**src/rtl/pca_pkg.sv**
```systemverilog
// ----------------------------------------------------------------------------
// pca_pkg
// Shared constants and types of the PI regulator with output clamp.
// ----------------------------------------------------------------------------
package pca_pkg;

    // Gain registers are unsigned with a fixed width.
    localparam int GAIN_W = 31;

    // Register index port.
    localparam int CFG_IDX_W = 2;

    localparam logic [CFG_IDX_W-1:0] REG_KP      = 2'd0;
    localparam logic [CFG_IDX_W-1:0] REG_KI_T    = 2'd1;
    localparam logic [CFG_IDX_W-1:0] REG_OUT_MAX = 2'd2;
    localparam logic [CFG_IDX_W-1:0] REG_OUT_MIN = 2'd3;

    // Gain reset values have 16 fraction bits, the limit is an integer; all are rescaled at elaboration.
    localparam longint KP_RST_Q16    = 64'sd18350;
    localparam longint KI_T_RST_Q16  = 64'sd3041;
    localparam longint OUT_LIMIT_INT = 64'sd100;
    localparam int     RST_FRAC      = 16;

    // Queue occupancy flags handed to the front and back parts.
    typedef struct packed {
        logic full;
        logic empty;
    } fifo_stat_t;

endpackage

```
**src/rtl/pca_back.sv**
```systemverilog
// ----------------------------------------------------------------------------
// pca_back
// Closes the integrator loop: sums, clamps, updates the integrator with
// back-calculation and holds the result in the output register.
// ----------------------------------------------------------------------------
module pca_back #(
    parameter int DATA_WIDTH = 32
) (
    input  logic                  clk,
    input  logic                  rst_n,
    input  pca_pkg::fifo_stat_t   stat,
    output logic                  pop,
    input  logic [2*(pca_pkg::GAIN_W+DATA_WIDTH+1)+2*DATA_WIDTH:0] pop_data,
    input  logic [DATA_WIDTH-1:0] out_max,
    input  logic [DATA_WIDTH-1:0] out_min,
    output logic                  out_valid,
    input  logic                  out_ready,
    output logic [DATA_WIDTH-1:0] drive
);

    localparam int DW  = DATA_WIDTH;
    localparam int PW  = pca_pkg::GAIN_W + DW + 1;
    localparam int SW  = PW + 1;
    localparam int TW  = SW + 1;

    function automatic logic [DW-1:0] sat_dw(input logic [TW-1:0] x);
        logic [TW-DW:0] top;
        top = x[TW-1:DW-1];
        if (&top || ~|top)
        begin
            return x[DW-1:0];
        end
        else
        begin
            return x[TW-1] ? {1'b1, {(DW-1){1'b0}}} : {1'b0, {(DW-1){1'b1}}};
        end
    endfunction

    logic [SW-1:0]        s_in;
    logic [PW-1:0]        i_in;
    logic [DW-1:0]        hi_in, lo_in;
    logic signed [TW-1:0] sum;
    logic [TW-1:0]        mid;
    logic [DW-1:0]        integ_reg, integ_next;
    logic [DW-1:0]        drive_reg, drive_next;
    logic                 out_valid_reg;
    logic                 fire;

    assign {s_in, i_in, hi_in, lo_in} = pop_data;

    assign pop       = !out_valid_reg || out_ready;
    assign fire      = pop && !stat.empty;
    assign out_valid = out_valid_reg;
    assign drive     = drive_reg;

    assign sum = TW'($signed(s_in)) + TW'($signed(integ_reg));
    assign mid = TW'($signed(i_in)) + TW'($signed(integ_reg));

    // The upper limit wins when the limits cross.
    always_comb
    begin
        priority if (sum >= TW'($signed(out_max)))
        begin
            drive_next = out_max;
            integ_next = hi_in;
        end
        else if (sum < TW'($signed(out_min)))
        begin
            drive_next = out_min;
            integ_next = lo_in;
        end
        else
        begin
            drive_next = sum[DW-1:0];
            integ_next = sat_dw(mid);
        end
    end

    always_ff @(posedge clk)
    begin
        if (fire)
        begin
            drive_reg <= drive_next;
        end
    end

    always_ff @(posedge clk or negedge rst_n)
    begin
        if (!rst_n)
        begin
            integ_reg     <= '0;
            out_valid_reg <= 1'b0;
        end
        else
        begin
            if (fire)
            begin
                integ_reg <= integ_next;
            end
            if (pop)
            begin
                out_valid_reg <= !stat.empty;
            end
        end
    end

endmodule

```
**config.mk**
```make
export PLATFORM = sky130hd
export DESIGN_NAME = pca_back
export DESIGN_NICKNAME = d
export VERILOG_FILES = /design/src/rtl/pca_pkg.sv /design/src/rtl/pca_back.sv
export SDC_FILE = /design/constraint.sdc
export NUM_CORES = 1
export LEC_CHECK = 0
export BUFFER_PORTS_ARGS = -buffer_cell sky130_fd_sc_hd__buf_2
export CELL_PAD_IN_SITES_DETAIL_PLACEMENT = 1
export CELL_PAD_IN_SITES_GLOBAL_PLACEMENT = 1
export CORE_MARGIN = 3
export CORE_UTILIZATION = 45
export CTS_CLUSTER_SIZE = 25
export DETAILED_ROUTE_END_ITERATION = 10
export PLACE_DENSITY = 0.89
export SLEW_MARGIN = 20
export SYNTH_ARGS = -nofsm -noshare
export SYNTH_HDL_FRONTEND = slang
export SYNTH_SLANG_ARGS = --single-unit
```
**constraint.sdc**
```tcl
create_clock -name clk -period 15.8 [get_ports clk]
set_clock_uncertainty 0.15 [all_clocks]
set_input_delay 2.37 -clock clk [delete_from_list [all_inputs] [get_ports clk]]
set_output_delay 2.37 -clock clk [all_outputs]
set_load 0.03 [all_outputs]
```
# Word level (Yosys, flattened, before mapping)
# Cells that the tools add are included.
# op_classes
addsub,2
magnitude_cmp,2
muxes,6
reduce_logical,8
# op_table
op,count
$mux 32,6
$add 65x32->66,1
$ge 66x32->1,1
$lt 66x32->1,1
$add 64x32->65,1
$reduce_and 35->1,1
$reduce_or 35->1,1
$logic_not 1->1,3
$logic_or 1x1->1,2
$logic_and 1x1->1,1
# word_totals
register_bits,65
output_inout_bits,34

# Logic depth before layout (Yosys ltp)
# depth
ltp_word,7
ltp_mapped,34
ltp_nobuf,33

# Worst setup path before layout
# OpenSTA, ideal clock, no wires.
# synth_path
path_kind,input to register
from,input pop_data[152] (netlist name)
to,"register drive_reg[10] (netlist: drive[10]), data pin"
setup_time_ps,270
arrival_time_ps,8376
path_slack_ps,7003
path_stages,30
cell_sequence,ha_1 -> clkbuf_1 -> a21oi_1 -> o21ai_0 -> a221oi_1 -> o21a_1 -> a21oi_1 -> or3_1 -> a311oi_1 -> o22ai_1 -> a21o_1 -> a41oi_1 -> a211o_1 -> nor2_1 -> a311oi_1 -> xnor2_1 -> ha_1 -> a21o_1 -> a21oi_1 -> nor2b_1 -> o21ai_0 -> nand2b_1 -> a221o_1 -> a211oi_1 -> o21ai_0 -> a31oi_1 -> clkbuf_1 -> buf_1 -> mux2i_1 -> a21oi_1
# synth_via
elab_chain_len,4
# synth_rtl
item,line,rtl
"start, declared",pca_back.sv:13,"input logic [2*(pca_pkg::GAIN_W+DATA_WIDTH+1)+2*DATA_WIDTH:0] pop_data,"
$add 65x32->66 *,pca_back.sv:56,assign sum = TW'($signed(s_in)) + TW'($signed(integ_reg));
$lt 66x32->1,pca_back.sv:67,else if (sum < TW'($signed(out_min)))
$mux 32,pca_back.sv:67,
$mux 32 *,pca_back.sv:62,priority if (sum >= TW'($signed(out_max)))
net drive_next[10],pca_back.sv:45,"logic [DW-1:0] drive_reg, drive_next;"
"end signal, assigned",pca_back.sv:83,drive_reg <= drive_next;
"end, declared",pca_back.sv:45,
# Mark *: on every way through the listed nets, which the timed path passes. The rest lies on a longest branch.
# A chain may end at the register's enable or synchronous reset.

# Worst setup path after layout
# layout_path
from,input pop_data[128] (netlist name)
to,register integ_reg[0]
# layout_via
elab_chain_len,4
# layout_rtl
item,line,rtl
$add 65x32->66 *,pca_back.sv:56,
$lt 66x32->1,pca_back.sv:67,
$mux 32,pca_back.sv:67,
$mux 32 *,pca_back.sv:62,
"end signal, assigned",pca_back.sv:98,integ_reg <= integ_next;
"end, declared",pca_back.sv:44,"logic [DW-1:0] integ_reg, integ_next;"
# Every way passes the cells marked *; elsewhere a longest branch is shown, timed or not.

==> results.yml <==
finish:
  fin_util_pct: 53.0
  drive_above_1_share_pct: 16.7
  design_area_sq_mm: 0.0164
  layout_commonest_cell: "buf_2"
  final_cell_mix: "buf_2, ha_1, a21oi_1, nor2_1, nand2_1"
  nNetsFinal: 2667
  syn_to_final_growth_pct: 15.2
  fillerInstances: 4040
min_path:
  hold_depth: 2
  holdCritStartpoint: "out_valid"
  hold_path.class: "flip-flop to flip-flop"
synth:
  synth.cell_area_sq_mm: 0.0142
  synth_top_flop_cell: "dfrtp_1"
  synth_area_per_cell_sq_um: 7.50
  synthArstFlopShare_pct: 50.8
  ys_seq_area_share_pct: 12.6
  yosysWarnings: 0
  synth_edf_count: 32
  synth-seq-cells: 65
  synth_nets: 2417
  synthDistinctLibCells: 76
  synth_cells: 1893
sta:
  worst_pin_slew_ps: 890
  period_share_pct: 63.8
  rsz0062_at_grt: "false"
  slew_headroom_pct: 40.6
  fin_tns_setup_ps: 0
  fin_crit_ps: 10080
  hold_viol_final: 0
  clock.fmax_mhz: 99.2
  slew_viol_final: 0
  setup_ws_ps: 5720
  setup_violations: 0
cts:
  ctsHoldBuffers: 0
  htreeDepth: 3
  clkLatencyLatePin_ps: 360
  cts_buffer_depth: 2
  cts_buffers: 9
  cts_tree: "yes"
  clkTransAtPathRegs_ps: 70
  cts.sinks: 65
  cts_setup_buffers: 0
  cts-root-buf: "clkbuf_16"
  cts-resized-gates: 0
global_route:
  overflow: 0
  antenna_found_initial: 22
  grt_max_degree: 78
  grt_pass1_wl_microns: 89300
  grt_pass1_vias: 16847
  grt_usage_pct: 32.6
route:
  routed_via_density: 6.35
  drc: 0
  num_vias: 16313
  wl_microns: 57400
  ant_nets: 0
  dr.pass1.iters: 6
  wl_per_cell_microns: 22.3
  drtIter0Drc: 1133
die:
  initial_utilization_pct: 46.0
  chipWidth_microns: 184
  core_sq_mm: 0.0308
  die_area_sq_mm: 0.0337
  die_y_microns: 184
  row_count: 64
  num_io_pins: 296
placement:
  portBuffers: 294
  post-place-ws_ps: 5470
  gp_congestion: 0.963
  dp_hpwl_microns: 46300
  place_area_sq_mm: 0.0160
critical_path:
  crit_family: "compound AO/OA/AOI/OAI gates"
  rr_worst_depth: 32
  worstPathArrival_ps: 10180
  critPathCaptureType: "flip-flop"
  path_buf_inv: 3
  slowest_stage: "buf_4"
  critPathRequiredTime_ps: 15900
  max_stage_delay_ps: 670
  critPathLaunchType: "input port"
  crit_type: "input port to flip-flop"
  reg2reg_from: "integ_reg[31]"
  cpMostUsedCell: "o21ai_0"
  cp.depth: 29
  startpoint: "pop_data[128]"
  worstPathMaxFanout: 77
power_and_ir_drop:
  vdd_drop_max_v: 0.000192
  power_density_mw_per_mm2: 276
  power_leakage_uw: 0.00781
flow_run:
  drv_cap: 0
run_status:
  status: "complete, no violations"
final timing paths:
path | endpoint | slack [ps]
worst min register to register | out_valid | 400
worst min-delay path | out_valid | 400
max in group asynchronous | integ_reg[31] | 12910
min in group asynchronous | integ_reg[7] | 1970
worst max-delay path | integ_reg[0] | 5720
worst max register to register | integ_reg[0] | 7390
per-stage QoR:
step	total power, uW	hold slack (ps)	instances
after floorplan	3110	361	1893
after global placement	3910	348	2528
after detailed placement	4150	381	2528
after CTS	4440	396	2544
after global routing	4900	441	2563
final	4510	398	2568
report_power, final:
group	total (uW)	leakage [uW]	switching (uW)	internal, uW
combinational	3890	0.00698	2450	1430
sequential	408	0.000682	87.3	321
clock	219	0.000145	92.5	126
worst register-to-register path: cells and delay by family, from the launching register on:
| family | cells | cell delay (ps) |
|---|---|---|
| AND/OR/NAND/NOR | 6 | 790 |
| flip-flops | 1 | 340 |
| XOR/XNOR | 1 | 230 |
| AO/OA/AOI/OAI | 18 | 4200 |
| adder cells (fa/ha/maj) | 2 | 780 |
| buffers and inverters | 5 | 1790 |
per-layer routing:
layer / vias to the layer above / global-route usage [%] / part of all wire (%)
li1: 7624 / - / -
met1: 7868 / 41.3 / 42
met2: 646 / 56.1 / 47
met3: 171 / 3.86 / 6.5
met4: 4 / 13.7 / 4.3
met5: - / 0 / 0.038
cell type report:
cell class	count	area, sq um	area share (%)
tap	396	495	3.03
inverter	98	368	2.25
multi-input combinational	1663	11800	72.0
clock buffer	12	279	1.71
antenna	24	60.1	0.367
sequential	65	1790	10.9
timing repair buffer	306	1560	9.55
clock inverter	4	32.5	0.199
cell usage after synthesis (all sizes together) (3+ instances only):
cell	n	area share, %
ha	260	23
a21oi	250	9.0
nor2	176	4.7
nand2	134	3.5
o21ai	133	4.7
a21o	99	5.2
inv	96	2.5
xnor2	76	4.7
nand4	63	2.8
xor2	40	2.5
clkbuf	39	1.0
dfrtp	33	5.8
nor3	33	1.2
edfxtp	32	6.8
mux2i	31	2.2
or3	31	1.4
nand3	29	1.0
a211oi	28	1.5
buf	28	1.1
o21bai	27	1.4
nor2b	25	1.1
o211ai	25	1.5
nand2b	21	0.93
a31oi	17	0.75
a221oi	15	0.93
nor4	14	0.66
o21a	13	0.69
a21boi	12	0.63
and2	12	0.53
and3	12	0.53
o221ai	12	0.96
a221o	8	0.56
or4	7	0.37
o22ai	5	0.22
a311oi	4	0.25
o31ai	4	0.21
or2	4	0.18
a211o	3	0.19
a22o	3	0.19
a31o	3	0.19
and4	3	0.19
nand3b	3	0.16
nor3b	3	0.16
kinds of logic (layout without fill, tap and decap cells):
family,Yosys count,in the layout,share of synthesized area (%)
AOI/OAI and AO/OA,678,678,30.3
xor gates and xnor gates,116,116,7.16
adders and majority gates,262,262,23.2
buffers and inverters,165,420,4.70
DFF,65,65,12.6
muxes,32,32,2.27
other,0,24,0
and+or+nand+nor,575,575,19.8
(Power assumes the default switching activity.)
