## config.mk

```make
export PLATFORM = sky130hd
export DESIGN_NAME = pca_fifo
export DESIGN_NICKNAME = d
export VERILOG_FILES = /design/src/rtl/pca_pkg.sv /design/src/rtl/pca_fifo.sv
export SDC_FILE = /design/constraint.sdc
export NUM_CORES = 1
export LEC_CHECK = 0
export BUFFER_PORTS_ARGS = -buffer_cell sky130_fd_sc_hd__buf_2
export CAP_MARGIN = 0
export CORE_MARGIN = 2
export CORE_UTILIZATION = 25
export DETAILED_ROUTE_END_ITERATION = 12
export MAX_ROUTING_LAYER = met4
export SLEW_MARGIN = 20
export SYNTH_ARGS = -nofsm -noshare
export SYNTH_HDL_FRONTEND = slang
export SYNTH_SLANG_ARGS = --single-unit
```

## constraint.sdc

```tcl
create_clock -name clk -period 2.6 [get_ports clk]
set_clock_uncertainty 0.05 [all_clocks]
set_input_delay 0.26 -clock clk [delete_from_list [all_inputs] [get_ports clk]]
set_output_delay 0.26 -clock clk [all_outputs]
set_load 0.01 [all_outputs]
```

## src/rtl/pca_pkg.sv

```systemverilog
// ----------------------------------------------------------------------------
// pca_pkg
// Shared constants and types of the PI regulator with output clamp.
// ----------------------------------------------------------------------------
package pca_pkg;

    // Gain registers are unsigned with a fixed width.
    localparam int GAIN_W = 31;

    // Register index port.
    localparam int CFG_IDX_W = 2;

    localparam logic [CFG_IDX_W-1:0] REG_KP      = 2'd0;
    localparam logic [CFG_IDX_W-1:0] REG_KI_T    = 2'd1;
    localparam logic [CFG_IDX_W-1:0] REG_OUT_MAX = 2'd2;
    localparam logic [CFG_IDX_W-1:0] REG_OUT_MIN = 2'd3;

    // Gain reset values have 16 fraction bits, the limit is an integer; all are rescaled at elaboration.
    localparam longint KP_RST_Q16    = 64'sd18350;
    localparam longint KI_T_RST_Q16  = 64'sd3041;
    localparam longint OUT_LIMIT_INT = 64'sd100;
    localparam int     RST_FRAC      = 16;

    // Queue occupancy flags handed to the front and back parts.
    typedef struct packed {
        logic full;
        logic empty;
    } fifo_stat_t;

endpackage

```

## src/rtl/pca_fifo.sv

```systemverilog
// ----------------------------------------------------------------------------
// pca_fifo
// Short register queue between the front and back parts of the regulator.
// ----------------------------------------------------------------------------
module pca_fifo #(
    parameter int WIDTH = 8,
    parameter int DEPTH = 4
) (
    input  logic                clk,
    input  logic                rst_n,
    input  logic                push,
    input  logic [WIDTH-1:0]    push_data,
    input  logic                pop,
    output logic [WIDTH-1:0]    pop_data,
    output pca_pkg::fifo_stat_t stat
);

    localparam int AW = (DEPTH > 1) ? $clog2(DEPTH) : 1;

    logic [WIDTH-1:0] mem [DEPTH];
    logic [AW-1:0]    wr_ptr_reg;
    logic [AW-1:0]    rd_ptr_reg;
    logic [AW:0]      count_reg;
    logic             do_push;
    logic             do_pop;

    assign stat.full  = (count_reg == (AW+1)'(DEPTH));
    assign stat.empty = (count_reg == '0);
    assign do_push    = push && !stat.full;
    assign do_pop     = pop && !stat.empty;
    assign pop_data   = mem[rd_ptr_reg];

    always_ff @(posedge clk)
    begin
        if (do_push)
        begin
            mem[wr_ptr_reg] <= push_data;
        end
    end

    always_ff @(posedge clk or negedge rst_n)
    begin
        if (!rst_n)
        begin
            wr_ptr_reg <= '0;
            rd_ptr_reg <= '0;
            count_reg  <= '0;
        end
        else
        begin
            if (do_push)
            begin
                wr_ptr_reg <= (wr_ptr_reg == AW'(DEPTH - 1)) ? '0 : wr_ptr_reg + 1'b1;
            end
            if (do_pop)
            begin
                rd_ptr_reg <= (rd_ptr_reg == AW'(DEPTH - 1)) ? '0 : rd_ptr_reg + 1'b1;
            end
            if (do_push && !do_pop)
            begin
                count_reg <= count_reg + 1'b1;
            end
            else if (do_pop && !do_push)
            begin
                count_reg <= count_reg - 1'b1;
            end
        end
    end

endmodule

```

[Yosys cells after proc, flatten, opt, wreduce, memory -nomap -nowiden]
Memories as Yosys holds them, arrays and structs flattened.
Index checks and enable logic that the tools add are counted.
Word-level totals
  output and inout bits: 10
  RAM bits: 32
  bits in registers: 7
  input bits: 12
  memories kept: 1
  word-level logic and storage cells: 27
Memory list
  mem: words 4, width 8, rd ports 1, clocked after Yosys merged registers in 0, wr ports 1, line pca_fifo.sv:20  | logic [WIDTH-1:0] mem [DEPTH];
Operators by class
  eq/ne operators: 3
  multiplexer cells: 6
  add/subtract/negate cells: 4
  reduce and logical (&&, ||, !) cells: 10
Operators by type and width (number)
  $mux W3: 2
  $add A2 B1 Y2 const B: 2
  $eq A2 B2 Y1 const B: 2
  $logic_and A1 B1 Y1: 4
  $logic_not A1 Y1: 4
  $mux W2: 2
  $add A3 B1 Y3 const B: 1
  $eq A3 B3 Y1 const B: 1
  $logic_not A3 Y1: 1
  $sub A3 B1 Y3 const B: 1
  $mux W1: 2
  $reduce_bool A2 Y1: 1

[Depth between registers and ports, before layout]
Gate-level depths: netlist of the first run.
  depth after elaboration: 7
  depth in mapped cells: 9
  mapped depth without buffers: 8

[Least setup slack after synthesis of the first run]
No wires, ideal clock.
  path type: register -> register
  from: register count_reg[0]
  to: register count_reg[2]
  period minus slack after synthesis: 2114 ps
  path slack: 486 ps
  path buffers: 0
  library setup time: 79 ps
  data arrival time: 1984 ps
  stages on the path, launching flop included: 9
  required time: 2471 ps
  cells stage by stage: dfrtp_1 nor3_1 nand2b_4 ha_1 inv_1 fa_1 xor2_1 nor2_1 xor2_1
RTL lines
  start: declaration: line pca_fifo.sv:23  | logic [AW:0] count_reg;
  start signal: assignment: line pca_fifo.sv:61  | count_reg <= count_reg + 1'b1;
  start signal: assignment: line pca_fifo.sv:65  | count_reg <= count_reg - 1'b1;

[Worst setup path after layout of the first run]
  from: register count_reg[2]
  to: register count_reg[2]
On the way
  cells in the longest elaborated chain, start to end: 6
  elaborated cells between the ends (all ways): 15
  those cells by class: add/sub (2); eq/ne (1); mux (2); reduce/logical (10)
RTL lines
  parallel branches: the longest is 6 deep, another holds $sub A3 B1 Y3
Several ways; the timed one is not identified. The select of a mux whose other input is x is not followed.
A chain may end at the register's enable or synchronous reset.

==> results.md, run 1 <==
- Final period util: 80.7%
- Row cnt: 29
- Rel. slew slack: 59.8%
- Die area: 7140 um2
- Cell Chain, Critical Path: nor3b_4 > nor2b_2 > ha_1 > inv_1 > fa_1 > xor2_1 > nor2_1 > xor2_1
- Sw Ratio: 30.9%
- Least-Margin Pin Slew: 0.603 ns
- Antenna violations before repair: 0
- Portion of netlist area occupied by mux cells: 15.1%
- Antenna-violating nets left: 0
- Synthesized Nets: 98
- Fmax: 0.477 GHz
- Clock share of power: 18.4%
- Die Y: 84.5 um
- Seq/Total Area, Yosys: 70.1%
- Gr usage total: 8.48%
- Congestion Overflow GR: 0
- NetSw: 0.000627 W
- Crit path launch type: flop
- Type of the tightest min-delay check: input pin to flop
- DP HPWL: 1810 um
- Crit-path slowest cell: dfrtp_1
- Combined buffer and inverter count along the critical path: 1
- GP Congestion: 0.700
- Fin nets: 124
- H-tree Lvls: 2
- RSZ-0062 raised after global routing: no
- CTS tree: built
- Crit path top cell by count: xor2_1
- Seq pwr share: 49.1%
- Initial DRC count: 54
- First-pass GRT wire length: 4420 um
- Vias in the first global route: 903
- Syn Std Cell Area: 1620 um2
- CTS Buf Count: 5
- Residual DRC count: 0
- Max IR drop VDD: 456 uV
- Boundary pin count: 22
- Max Cap Violations: 0
- Post-DR wirelength/cell: 14.1 um
- Synth Area in XOR/XNOR: 1.62%
- Final setup vio count: 0
- Crit path DAT: 2.26 ns
- Crit end category: flop
- Max FFs per register: 32
- CTS Sinks: 39
- Worst-path fanout max: 7
- Status: complete, no violations
- Pre-antenna DRT Iters: 4
- Clock transition at path regs: 0.07 ns
- Leak: 0.697 nW
- Pins Over Slew Limit: 0
- Largest net degree at the start of global routing: 12
- Via count: 757
- Final wirelength: 2580 um
- Cell count after synthesis: 79
- N_diodes: 0
- Final hold viol count: 0
- Compound-gate portion of the synthesized area: 0%
- Synth Register Bits: 39
- Worst-Skew Late Latency: 0.28 ns
- TNS Setup: 0 ns
- Pwr dens: 1070 nW/um2
- Delay-heaviest family, CP: adder cells
- Setup Crit Path Kind: flop to flop
- Final core utilization: 30.0%
- Post-synthesis adder-cell area fraction: 5.87%
- Root Driver: clkbuf_8
- Layout cells sized above 1: 43.4%
- WP data required: 2.76 ns
- Max incr delay on CP: 0.41 ns
- Final Critical Period: 2.10 ns
- Clock buffer depth: 2
- Pint: 0.00140 W
- Post-CTS sizing: 0
- Core area: 6310 um2
- Logic pwr share: 32.5%
- Final Power: 0.00203 W
- Initial Util: 25.7%
- Synthesis-to-layout area growth: 16.8%
- Yosys cell types: 19
- Overall die width: 84.5 um
- Vias per inst: 4.14
- PortBufs: 21
- Synth warn: 0
- Mean Syn Cell Area: 20.5 um2
- Post-Synth Simple-Gate Area: 5.41%
- Main combinational cell family by area after synthesis: multiplexers
area by class of cell:
cell class | count | area (um2)
multi-input combinational | 34 | 453
fill | 645 | 4420
tap | 77 | 96.3
sequential | 39 | 1140
inverter | 3 | 11.3
clock buffer | 8 | 80.1
timing repair buffer | 22 | 115
path summary, 6_finish.rpt:
| check | start | to | slack, ns | cells after the start |
|---|---|---|---|---|
| min in group asynchronous | rst_n | wr_ptr_reg[1]$_DFFE_PN0P_ | 0.28 | 2 |
| max | count_reg[2]$_DFFE_PN0P_ | count_reg[2]$_DFFE_PN0P_ | 0.50 | 8 |
| min reg2reg | count_reg[2]$_DFFE_PN0P_ | count_reg[2]$_DFFE_PN0P_ | 0.45 | 1 |
| max in group asynchronous | rst_n | wr_ptr_reg[0]$_DFFE_PN0P_ | 2.07 | 2 |
| min | push_data[4] | mem[3][4]$_DFFE_PP_ | 0.14 | 1 |
| max reg2reg | count_reg[2]$_DFFE_PN0P_ | count_reg[2]$_DFFE_PN0P_ | 0.50 | 8 |
cell families (layout without fill, tap and decap cells):
logic type               count (synthesis)  count (layout)
XOR/XNOR                                 3               3
adder cells (fa/ha/maj)                  7               7
buffers and inverters                    6              33
flip-flops                              39              39
multiplexers                            13              13
AND/OR/NAND/NOR                         11              11
per-stage QoR:
| stage | std cells | hold slack (ns) | instance area (um2) | worst slack [ns] |
|---|---|---|---|---|
| after floorplan | 79 | -0.0856 | 1620 | 0.486 |
| after global placement | 174 | 0.0505 | 1800 | 0.607 |
| after detailed placement | 174 | 0.0479 | 1800 | 0.500 |
| after CTS | 183 | 0.135 | 1890 | 0.439 |
| after global routing | 183 | 0.137 | 1890 | 0.306 |
| final | 183 | 0.139 | 1890 | 0.502 |
routing by layer:
| metal | part of all wire (%) | GRT usage [%] |
|---|---|---|
| met1 | 44 | 9.73 |
| met3 | 4.4 | 3.05 |
| met4 | 1.5 | 3.03 |
| met2 | 50 | 13.7 |
| met5 | 0 | - |
layout by cell type (no fill, tap or decap):
cell type / instances
mux2_4: 2
buf_2: 21
ha_1: 6
and2_2: 4
nor2b_2: 1
dlygate4sd3_1: 1
inv_1: 3
mux4_2: 8
clkbuf_1: 3
clkbuf_8: 5
nor2_1: 3
dfrtp_1: 7
fa_1: 1
nor3_1: 1
xnor2_1: 1
nand2b_4: 1
edfxtp_1: 32
mux2_2: 3
xor2_1: 2
nor3b_4: 1
power by group through the flow:
| stage | clock (W) | sequential [W] | combinational (W) |
|---|---|---|---|
| after floorplan | 0 | 0.000924 | 0.000540 |
| after global placement | 0 | 0.000999 | 0.000640 |
| after detailed placement | 0 | 0.00102 | 0.000668 |
| after CTS | 0.000387 | 0.00101 | 0.000676 |
| after global routing | 0.000409 | 0.00103 | 0.000729 |
| final | 0.000374 | 0.000997 | 0.000659 |
repair_timing:
action,4_1_cts,5_1_grt
setup endpoints to repair,0,0
hold endpoints to repair,7,0
hold buffers,1,0
setup buffers,0,0
cell usage after synthesis:
cell type  count  area share, %
edfxtp_1      32             59
mux4_2         8             11
dfrtp_1        7             11
ha_1           6            4.6
and2_2         4            1.9
inv_1          3           0.69
mux2_2         3            2.1
nor2_1         3           0.69
mux2_4         2            1.9
xor2_1         2            1.1
buf_1          1           0.23
buf_2          1           0.31
buf_6          1           0.69
fa_1           1            1.2
nand2b_4       1           0.85
nor2b_2        1           0.54
nor3_1         1           0.31
nor3b_4        1            1.2
xnor2_1        1           0.54
Note: power is estimated with default switching activity, not from simulation.
==> run 2, diff against run 1 <==
Clock period 2.6 ns to 1.8 ns, I/O delays scaled along.
==> results.md, run 2 (synthesis results as in run 1) <==
- Most common cell after layout, fill and taps aside: edfxtp_1
- Max incr delay on CP: 0.45 ns (+0.04 ns)
- Final Critical Period: 1.87 ns (-0.231 ns)
- Final wirelength: 2730 um (+5.8%)
- Vias per inst: 4.09 (-1.2%)
- DP Worst Slack: -0.125 ns (-0.625 ns)
- Fmax: 0.536 GHz (+12%)
- Clock transition at path regs: 0.07 ns (about the same)
- Initial Util: 25.7% (unchanged)
- Failing checks: setup timing
- Worst-path fanout max: 3 (-4)
- Crit end category: flop
- Clock share of power: 20.6% (+2.2 points)
- Die area: 7140 um2 (unchanged)
- Min Hold Slack: 0.0531 ns (-0.0859 ns)
- Sw Ratio: 29.6% (-1.2 points)
- Synthesis-to-layout area growth: 25.9%
- Crit-path slowest cell: dfrtp_2
- Setup Crit Path Kind: flop to flop
- Type of the tightest min-delay check: input pin to flop
- Crit path DAT: 1.99 ns (-0.27 ns)
- Max Cap Violations: 0 (unchanged)
- Clock buffer depth: 2 (unchanged)
- Boundary pin count: 22 (unchanged)
- WP data required: 1.92 ns (-0.84 ns)
- Crit path launch type: flop
- Final period util: 104% (+23 points)
- Pins Over Slew Limit: 0 (unchanged)
- Row cnt: 29 (unchanged)
- NetSw: 0.000982 W (+57%)
- Via count: 793 (+4.8%)
- DP HPWL: 1960 um (+8.3%)
- Final hold viol count: 0 (unchanged)
- Final setup vio count: 2 (+2)
- H-tree Lvls: 2 (unchanged)
- Most frequent cells in the layout: 32 x edfxtp_1, 21 x buf_2, 11 x buf_4
- Antenna violations before repair: 0 (unchanged)
- Residual DRC count: 0 (unchanged)
- Largest net degree at the start of global routing: 13 (+1)
- Layout cells sized above 1: 55.6% (+12 points)
- Worst hold stages: 1 (unchanged)
- Post-DR wirelength/cell: 14.1 um (-0.19%)
- First-pass GRT wire length: 4430 um (+0.29%)
- Pre-antenna DRT Iters: 2 (-2)
- Pint: 0.00233 W (+66%)
- Cell Chain, Critical Path: nor3b_4 > nor2b_4 > ha_4 > inv_2 > fa_2 > mux2_4
- Dpl cells: 182 (+4.6%)
- Pwr dens: 1620 nW/um2 (+51%)
- Least-Margin Pin Slew: 0.425 ns (-0.178 ns)
- RSZ-0062 raised after global routing: yes
- Overall die width: 84.5 um (unchanged)
- Rel. slew slack: 71.7% (+12 points)
- Antenna-violating nets left: 0 (unchanged)
- Max IR drop VDD: 581 uV (+28%)
- Vias in the first global route: 904 (+0.11%)
- Fin nets: 135 (+8.9%)
- Hold endpoint: mem[2][1]$_DFFE_PP_
- R2r startpoint: count_reg[1]$_DFFE_PN0P_
- PortBufs: 21 (unchanged)
- Final Power: 0.00331 W (+63%)
- GP Congestion: 0.649 (-7.2%)
- CTS Sinks: 39 (unchanged)
- Worst r2r dst: count_reg[1]$_DFFE_PN0P_
- Worst-Skew Late Latency: 0.28 ns (about the same)
- CTS tree: built
- Congestion Overflow GR: 0 (unchanged)
- Status: complete, but fails checks
- Logic pwr share: 37.4% (+4.9 points)
- Max FFs per register: 32 (unchanged)
- Layout Cells excl Fill: 194 (+6.0%)
- HP Start: push_data[1]
- Core area: 6310 um2 (unchanged)
- Worst setup margin: -0.0671 ns (-0.569 ns)
- Gr usage total: 8.82% (+0.33 points)
- CTS Buf Count: 5 (unchanged)
- R2R setup slack: -0.07 ns (-0.57 ns)
- Die Y: 84.5 um (unchanged)
- Leak: 0.776 nW (+11%)
- Root Driver: clkbuf_8
- Reg2Reg Depth: 6 (-2)
- N_diodes: 0 (unchanged)
- Initial DRC count: 53 (-1.9%)
- Seq pwr share: 42.0% (-7.1 points)
## run 2: changes by cell type in the layout (fill, tap and decap cells not counted), moves of 2 or more
cell,previous run,this run
dfrtp_1,7,5
buf_4,0,11
dfrtp_2,0,2
clkbuf_1,3,0
## run 2: how the worst max path moves through the flow
stage	start	end	slack [ns]	cells after the start
2_1_floorplan	count_reg[0]$_DFFE_PN0P_	count_reg[1]$_DFFE_PN0P_	-0.12	7
3_3_place_gp	count_reg[1]$_DFFE_PN0P_	count_reg[2]$_DFFE_PN0P_	-0.01	8
3_5_place_dp	count_reg[2]$_DFFE_PN0P_	count_reg[2]$_DFFE_PN0P_	-0.13	8
5_1_grt	count_reg[2]$_DFFE_PN0P_	count_reg[2]$_DFFE_PN0P_	-0.15	8
6_report	count_reg[1]$_DFFE_PN0P_	count_reg[1]$_DFFE_PN0P_	-0.07	6
4_1_cts	count_reg[1]$_DFFE_PN0P_	count_reg[1]$_DFFE_PN0P_	-0.08	6
## run 2: critical path, delay by kind of cell, from the launching register on
kind | cells | cell delay [ns]
adder cells (fa/ha/maj) | 2 | 0.59
buffers and inverters | 1 | 0.05
flip-flops | 1 | 0.45
multiplexers | 1 | 0.28
AND/OR/NAND/NOR | 2 | 0.32
## run 2: area by class of cell
cell class | count | area [um2]
clock inverter | 3 | 38.8
sequential | 39 | 1140
fill | 633 | 4270
multi-input combinational | 34 | 488
inverter | 3 | 11.3
clock buffer | 5 | 68.8
tap | 77 | 96.3
timing repair buffer | 33 | 198
## run 2: metrics by stage
| step | utilization (%) | TNS [ns] | cell area, um2 |
|---|---|---|---|
| 2_1_floorplan | - | -0.228 | 1650 |
| 3_3_place_gp | 29.9 | -0.00980 | 1890 |
| 3_5_place_dp | 29.9 | -0.217 | 1890 |
| 4_1_cts | 32.2 | -0.142 | 2030 |
| 5_1_grt | 32.3 | -0.277 | 2040 |
| 6_report | 32.3 | -0.124 | 2040 |
## run 2: power by group through the flow
stage	sequential (W)	clock (W)	combinational (W)
finish	0.00139	0.000682	0.00124
global route	0.00142	0.000756	0.00136
CTS	0.00140	0.000705	0.00125
detailed placement	0.00141	0	0.00119
global placement	0.00139	0	0.00114
floorplan	0.00136	0	0.000805
## run 2: repair_timing
| item | in CTS | in global routing |
|---|---|---|
| pin swaps | 5 | 2 |
| gates resized for setup | 4 | 0 |
| hold buffers | 1 | 0 |
| endpoints found under the hold margin | 7 | 0 |
| setup buffers | 2 | 1 |
| endpoints found under the setup margin | 2 | 2 |
## run 2: routing by layer
metal	vias to the layer above	track usage [%]	wire (um)	share of wire (%)
li1	375	-	-	-
met1	390	9.58	1130	41
met2	20	14.5	1410	52
met3	8	2.36	120	4.4
met4	0	5.19	66	2.4
met5	-	-	0	0
